**src/hdl/pkxc_pkg.sv**
```systemverilog
`timescale 1ns / 1ps
// ----------------------------------------------------------------------------
// pkxc_pkg
// Shared constants for the prime keystream xor cipher: register map and
// reset value of the start key.
// ----------------------------------------------------------------------------
package pkxc_pkg;

	// configuration register data width
	localparam int unsigned CFG_DATA_W = 32;

	// paddr width: word index sits in bit 2, byte offset in bits 1:0
	localparam int unsigned CFG_ADDR_W = 3;

	// word index of the start key register
	localparam logic REG_START_KEY = 1'b0;

	// start key after reset
	localparam logic [CFG_DATA_W-1:0] START_KEY_RESET = 32'd50000000;

	// low byte of the prime is the keystream byte
	localparam int unsigned BYTE_W = 8;

	typedef logic [BYTE_W-1:0] byte_t;

endpackage

```
**src/hdl/prime_keystream_xor_cipher.sv**
```systemverilog
`timescale 1ns / 1ps
// ----------------------------------------------------------------------------
// prime_keystream_xor_cipher
// Xors each byte with the low byte of the next prime at or above a running
// candidate; the candidate then moves one past that prime.
// ----------------------------------------------------------------------------
// One word is worked at a time. From the running candidate the block walks
// upward, testing each candidate by trial division with d = 2, 3, ... while
// d*d <= candidate. The remainder comes from one shared restoring divider
// that retires one dividend bit a cycle. How long the search runs depends on
// the data. in_stall stays high from the accepted input word until the result
// is loaded into the output register, so the next input word waits for that.
// When no prime remains below 2^KEY_BITS - 1 the result is a zero byte with
// exhausted set and the candidate is left as it was. Writing start_key (byte
// address 0) also reloads the running candidate; write it only while the
// block is idle.
// ----------------------------------------------------------------------------
module prime_keystream_xor_cipher
	import pkxc_pkg::*;
#(
	parameter int unsigned KEY_BITS = 32
) (
	input  logic                  clk,
	input  logic                  arst_n,

	// configuration port
	input  logic                  psel,
	input  logic                  penable,
	input  logic                  pwrite,
	input  logic [CFG_ADDR_W-1:0] paddr,
	input  logic [CFG_DATA_W-1:0] pwdata,
	output logic [CFG_DATA_W-1:0] prdata,
	output logic                  pready,

	// input words
	input  logic                  in_valid,
	output logic                  in_stall,
	input  logic [7:0]            plain_byte,

	// output words
	output logic                  out_valid,
	input  logic                  out_stall,
	output logic [7:0]            cipher_byte,
	output logic                  exhausted
);

	localparam int unsigned CNT_W = $clog2(KEY_BITS + 1);

	localparam logic [2:0] ST_IDLE = 3'd0;
	localparam logic [2:0] ST_CAND = 3'd1;
	localparam logic [2:0] ST_TEST = 3'd2;
	localparam logic [2:0] ST_DIV  = 3'd3;
	localparam logic [2:0] ST_REM  = 3'd4;
	localparam logic [2:0] ST_DONE = 3'd5;

	localparam logic [KEY_BITS-1:0] CAND_LIMIT = '1;

	logic [2:0]              state_q;
	logic [CFG_DATA_W-1:0]   start_key_q;
	logic [KEY_BITS-1:0]     next_cand_q;
	logic [KEY_BITS-1:0]     cand_q;
	logic [KEY_BITS-1:0]     d_q;
	logic [KEY_BITS+1:0]     sq_q;
	logic [KEY_BITS:0]       rem_q;
	logic [KEY_BITS-1:0]     sh_q;
	logic [CNT_W-1:0]        cnt_q;
	byte_t                   byte_q;
	byte_t                   res_byte_q;
	logic                    res_exh_q;
	logic                    out_valid_q;
	byte_t                   out_byte_q;
	logic                    out_exh_q;

	logic                    cfg_wr;
	logic                    in_acc;
	logic                    out_free;
	logic [KEY_BITS:0]       rem_shift;
	logic                    rem_ge;

	// configuration access
	assign pready = 1'b1;
	assign cfg_wr = psel && penable && pwrite && (paddr[2] == REG_START_KEY);
	assign prdata = (paddr[2] == REG_START_KEY) ? start_key_q : '0;

	// handshakes
	assign in_stall = (state_q != ST_IDLE);
	assign in_acc   = in_valid && !in_stall;
	assign out_free = !out_valid_q || !out_stall;

	// one restoring division step
	assign rem_shift = {rem_q[KEY_BITS-1:0], sh_q[KEY_BITS-1]};
	assign rem_ge    = (rem_shift >= {1'b0, d_q});

	// start key and running candidate
	always_ff @(posedge clk or negedge arst_n) begin
		if (!arst_n) begin
			start_key_q <= START_KEY_RESET;
			next_cand_q <= KEY_BITS'(START_KEY_RESET);
		end else if (cfg_wr) begin
			start_key_q <= pwdata;
			next_cand_q <= KEY_BITS'(pwdata);
		end else if (state_q == ST_TEST && sq_q > {2'b00, cand_q}) begin
			next_cand_q <= cand_q + KEY_BITS'(1);
		end
	end

	// search sequencer
	always_ff @(posedge clk or negedge arst_n) begin
		if (!arst_n) begin
			state_q <= ST_IDLE;
		end else begin
			case (state_q)
				ST_IDLE: if (in_acc) state_q <= ST_CAND;
				ST_CAND: state_q <= (cand_q == CAND_LIMIT) ? ST_DONE : ST_TEST;
				ST_TEST: state_q <= (sq_q > {2'b00, cand_q}) ? ST_DONE : ST_DIV;
				ST_DIV:  if (cnt_q == CNT_W'(1)) state_q <= ST_REM;
				ST_REM:  state_q <= (rem_q == '0) ? ST_CAND : ST_TEST;
				ST_DONE: if (out_free) state_q <= ST_IDLE;
				default: state_q <= ST_IDLE;
			endcase
		end
	end

	// datapath: byte, candidate, divisor, square, divider and result registers
	always_ff @(posedge clk) begin
		case (state_q)
			ST_IDLE: begin
				byte_q <= plain_byte;
				cand_q <= next_cand_q;
			end
			ST_CAND: begin
				d_q        <= KEY_BITS'(2);
				sq_q       <= (KEY_BITS + 2)'(4);
				res_byte_q <= '0;
				res_exh_q  <= 1'b1;
			end
			ST_TEST: begin
				res_byte_q <= byte_q ^ cand_q[BYTE_W-1:0];
				res_exh_q  <= 1'b0;
				rem_q      <= '0;
				sh_q       <= cand_q;
				cnt_q      <= CNT_W'(KEY_BITS);
			end
			ST_DIV: begin
				rem_q <= rem_ge ? (rem_shift - {1'b0, d_q}) : rem_shift;
				sh_q  <= {sh_q[KEY_BITS-2:0], 1'b0};
				cnt_q <= cnt_q - CNT_W'(1);
			end
			ST_REM: begin
				if (rem_q == '0) begin
					cand_q <= cand_q + KEY_BITS'(1);
				end else begin
					d_q  <= d_q + KEY_BITS'(1);
					sq_q <= sq_q + {1'b0, d_q, 1'b1};
				end
			end
			default: begin
			end
		endcase
	end

	// output register
	always_ff @(posedge clk or negedge arst_n) begin
		if (!arst_n) begin
			out_valid_q <= 1'b0;
		end else if (state_q == ST_DONE && out_free) begin
			out_valid_q <= 1'b1;
		end else if (!out_stall) begin
			out_valid_q <= 1'b0;
		end
	end

	always_ff @(posedge clk) begin
		if (state_q == ST_DONE && out_free) begin
			out_byte_q <= res_byte_q;
			out_exh_q  <= res_exh_q;
		end
	end

	assign out_valid   = out_valid_q;
	assign cipher_byte = out_byte_q;
	assign exhausted   = out_exh_q;

	// checks
	a_word_from_done: assert property (@(posedge clk) disable iff (!arst_n)
		$rose(out_valid) |-> $past(state_q == ST_DONE))
		else $error("output word without a finished search");

	a_exh_zero: assert property (@(posedge clk) disable iff (!arst_n)
		(out_valid && exhausted) |-> (cipher_byte == '0))
		else $error("exhausted word carries a nonzero byte");

	a_cand_hold: assert property (@(posedge clk) disable iff (!arst_n)
		(state_q == ST_DIV) |=> $stable(next_cand_q))
		else $error("running candidate moved during a division");

	a_div_min: assert property (@(posedge clk) disable iff (!arst_n)
		(state_q == ST_DIV) |-> (d_q >= KEY_BITS'(2)))
		else $error("trial divisor below two");

	a_rem_range: assert property (@(posedge clk) disable iff (!arst_n)
		(state_q == ST_REM) |-> (rem_q < {1'b0, d_q}))
		else $error("remainder not below divisor");

endmodule

```
**config.mk**
```make
export PLATFORM = sky130hd
export DESIGN_NAME = prime_keystream_xor_cipher
export DESIGN_NICKNAME = d
export VERILOG_FILES = /design/src/hdl/pkxc_pkg.sv /design/src/hdl/prime_keystream_xor_cipher.sv
export SDC_FILE = /design/constraint.sdc
export NUM_CORES = 1
export LEC_CHECK = 0
export ABC_AREA = 1
export BUFFER_PORTS_ARGS = -buffer_cell sky130_fd_sc_hd__buf_2
export CAP_MARGIN = 20
export CORE_ASPECT_RATIO = 1.2
export CORE_MARGIN = 5
export CORE_UTILIZATION = 45
export CTS_CLUSTER_DIAMETER = 200
export CTS_CLUSTER_SIZE = 40
export DETAILED_ROUTE_END_ITERATION = 10
export SYNTH_ARGS = -nofsm -noshare
export SYNTH_HDL_FRONTEND = slang
export SYNTH_SLANG_ARGS = --single-unit
```
**constraint.sdc**
```tcl
create_clock -name clk -period 10.8 [get_ports clk]
set_input_delay 2.16 -clock clk [delete_from_list [all_inputs] [get_ports clk]]
set_output_delay 2.16 -clock clk [all_outputs]
set_load 0.05 [all_outputs]
```
==> summary.md <==
| Metric | Value |
|---|---|
| Status | `complete, no violations` |
| HPWL Detailed | `39500 um` |
| Crit path arrival time | `2.95 ns` |
| Clk buf depth | `3` |
| Total Wirelength | `49600 um` |
| Syn-to-layout area delta | `7.06%` |
| CP dominant cell by count | `buf_2` |
| Worst min-delay path category | `flop to flop` |
| Syn nets | `2584` |
| Die Ht | `229 um` |
| Rows | `80` |
| Max frequency | `196 MHz` |
| Count of pins over their slew limit | `0` |
| Worst path cell trace | `buf_2 > nor2_1 > buf_2` |
| Worst path max stage delay | `0.44 ns` |
| Antenna violations before repair | `0` |
| Clk pin slew, worst setup/hold paths | `0.14 ns` |
| TritonCTS clock tree | `built` |
| Clock sink count | `263` |
| Die footprint | `0.0440 mm^2` |
| Max FO, Critical Path | `33` |
| Register area share after synthesis | `42.3%` |
| Leak | `8.88 nW` |
| Fin crit share | `47.3%` |
| All-layer global routing usage | `22.4%` |
| Share of the synthesized area in the top cell type | `32.6%` |
| Fillers | `4037` |
| Global route overflow | `0` |
| Post-synthesis cell count | `2432` |
| Max Clock Skew | `0.0327 ns` |
| Hold Slack | `0.439 ns` |
| First-pass GRT wire length | `79300 um` |
| # diodes | `0` |
| Cts repair resizes | `0` |
| Layout cell share with drive strength beyond 1 | `7.11%` |
| Commonest non-fill, non-tap cell in the layout | `nand2_1` |
| Hold Crit Start | `res_byte_q[0]$_SDFFCE_PN0P_` |
| Period minus WS final | `5.11 ns` |
| DR vias | `15500` |
| Number of global-route vias before repair | `15500` |
| IO Pins | `94` |
| Setup CP Type | `input pin to primary output` |
| Most frequent cells in the layout | `nand2_1 (692), inv_1 (330), nor2_1 (295), edfxtp_1 (195), o21ai_0 (156)` |
| Worst setup EP type | `primary output` |
| Vias/cell | `5.14` |
| DR iter-0 viols | `773` |
| Core Area | `0.0396 mm^2` |
| Clock buffer count from CTS | `10` |
| IO Port Bufs | `90` |
| VDD IR max | `0.148 mV` |
| Final setup fails | `0` |
| Die X | `192 um` |
| ANT nets after route | `0` |
| DRC | `0` |
| RSZ-0062 raised after global routing | `false` |
| Largest net degree at the start of global routing | `87` |
| GPL Wtd Cong | `0.938` |
| Final nets | `2636` |
| # H-tree levels | `1` |
| Setup TNS | `0 ns` |
| FF-to-FF path depth | `8` |
| R2R Path End | `next_cand_q[24]$_DFFE_PN0P_` |
| Syn Std Cell Area | `0.0180 mm^2` |
| Clock latency on the worst-skew pair | `0.52 ns` |
| WHS Path Cells | `0` |
| Post CTS Setup Buffer Count | `0` |
| Synth area leaders | `edfxtp_1 (33%), nand2_1 (14%), ha_1 (7.0%)` |
| Hold Buf Count CTS | `0` |
| RR Startpoint | `state_q[2]$_DFFE_PN0P_` |
| Setup slack, reg-to-reg | `6.98 ns` |
| Kind of start point of the critical path | `input pin` |
| Critical Path RT | `8.64 ns` |
| Mean Syn Cell Area | `7.38 um^2` |
| Drt wl/cell | `16.4 um` |
| Synth Register Bits | `263` |
| Root Buffer | `clkbuf_16` |
| 1st-pass router iterations | `5` |
| Number of max-cap violations | `0` |
| Slowest cell on the critical path | `buf_2` |
| Hold endpoint | `cipher_byte[0]$_DFFE_PP_` |
| Max-slew headroom | `34.0%` |
| Yosys top cell by area | `edfxtp_1` |
| Count of cell types in the netlist | `48` |
| Yosys warning total | `0` |
| Starting density of the core | `45.3%` |
| Worst-margin pin slew | `0.980 ns` |
| Final hold vios | `0` |
| Pwr dens | `315 mW/mm^2` |
==> registers in the layout, indices dropped and copies added (netlist names) <==
name,flops
out_valid,1
start_key_q,32
sq_q,34
cnt_q,6
byte_q,8
next_cand_q,32
res_byte_q,8
cipher_byte,8
res_exh_q,1
sh_q,32
cand_q,32
exhausted,1
state_q,3
rem_q,33
d_q,32
==> per-stage QoR <==
stage | setup slack (ns) | std cells | instance area, um^2 | power, W | util, %
after floorplan | 4.87 | 2432 | 18000 | 0.00460 | -
after global placement | 5.70 | 3005 | 18900 | 0.00551 | 47.7
after detailed placement | 5.68 | 3005 | 18900 | 0.00556 | 47.7
after CTS | 5.67 | 3021 | 19200 | 0.00609 | 48.5
after global routing | 5.63 | 3021 | 19200 | 0.00667 | 48.5
final | 5.69 | 3021 | 19200 | 0.00606 | 48.5
==> cells by family after synthesis <==
family	synth area share, %
simple gates	29.8
buf+inv	8.70
compound gates	9.57
flops	42.3
fa+ha+maj	7.19
xor+xnor	2.49
other cells	0.0209
==> worst max-delay path: cells and delay by family <==
kind / cells / cell delay (ns)
buffers and inverters: 2 / 0.67
AND/OR/NAND/NOR: 1 / 0.11
==> area by class of cell <==
type                            instances  area (um^2)  area share, %
Clock inverter                          1         20.0          0.104
Tap cell                              533          667           3.47
Multi-Input combinational cell       1766         8850           46.0
Inverter                              343         1290           6.70
Timing Repair Buffer                  100          526           2.73
Sequential cell                       263         7590           39.5
Clock buffer                           15          290           1.51
==> worst max path at each step <==
| stage | from | end | slack [ns] | cells past startpoint |
|---|---|---|---|---|
| 2_1_floorplan | rem_q[28]$_SDFFCE_PN0P_ | d_q[0]$_SDFFCE_PN0P_ | 4.87 | 8 |
| 3_3_place_gp | paddr[2] | prdata[23] | 5.70 | 3 |
| 3_5_place_dp | paddr[2] | prdata[23] | 5.68 | 3 |
| 4_1_cts | paddr[2] | prdata[23] | 5.67 | 3 |
| 5_1_grt | paddr[2] | prdata[13] | 5.63 | 3 |
| 6_report | paddr[2] | prdata[23] | 5.69 | 3 |
==> per-layer routing <==
layer  up-vias  GRT usage (%)  wire (um)
li1       8009              -          -
met3       105           1.62       1330
met1      7125           26.0      20300
met4         0           10.2       2700
met5         -              0          0
met2       301           41.5      25300
==> Yosys cell counts (all sizes together) <==
| master | instances |
|---|---|
| nand2 | 694 |
| inv | 341 |
| nor2 | 306 |
| edfxtp | 195 |
| o21ai | 169 |
| nand3 | 157 |
| a21oi | 122 |
| ha | 100 |
| nor3 | 62 |
| dfrtp | 44 |
| xor2 | 43 |
| nand4 | 34 |
| buf | 30 |
| clkbuf | 30 |
| dfstp | 24 |
| a21o | 12 |
| o21bai | 10 |
| nor4 | 8 |
| or2 | 8 |
| xnor2 | 8 |
| and3 | 6 |
| nand3b | 5 |
| a31oi | 4 |
| o21a | 4 |
| a21boi | 3 |
| nor3b | 3 |
| clkinv | 2 |
| fa | 2 |
| nand2b | 2 |
| a211oi | 1 |
| and2 | 1 |
| conb | 1 |
| o221ai | 1 |
==> report_power, final <==
group	total (W)	internal (W)	switching [W]
registers	0.00200	0.00171	0.000294
clock network	0.000519	0.000196	0.000323
logic	0.00353	0.00110	0.00244
No activity file was read; power rests on OpenSTA's default activity.
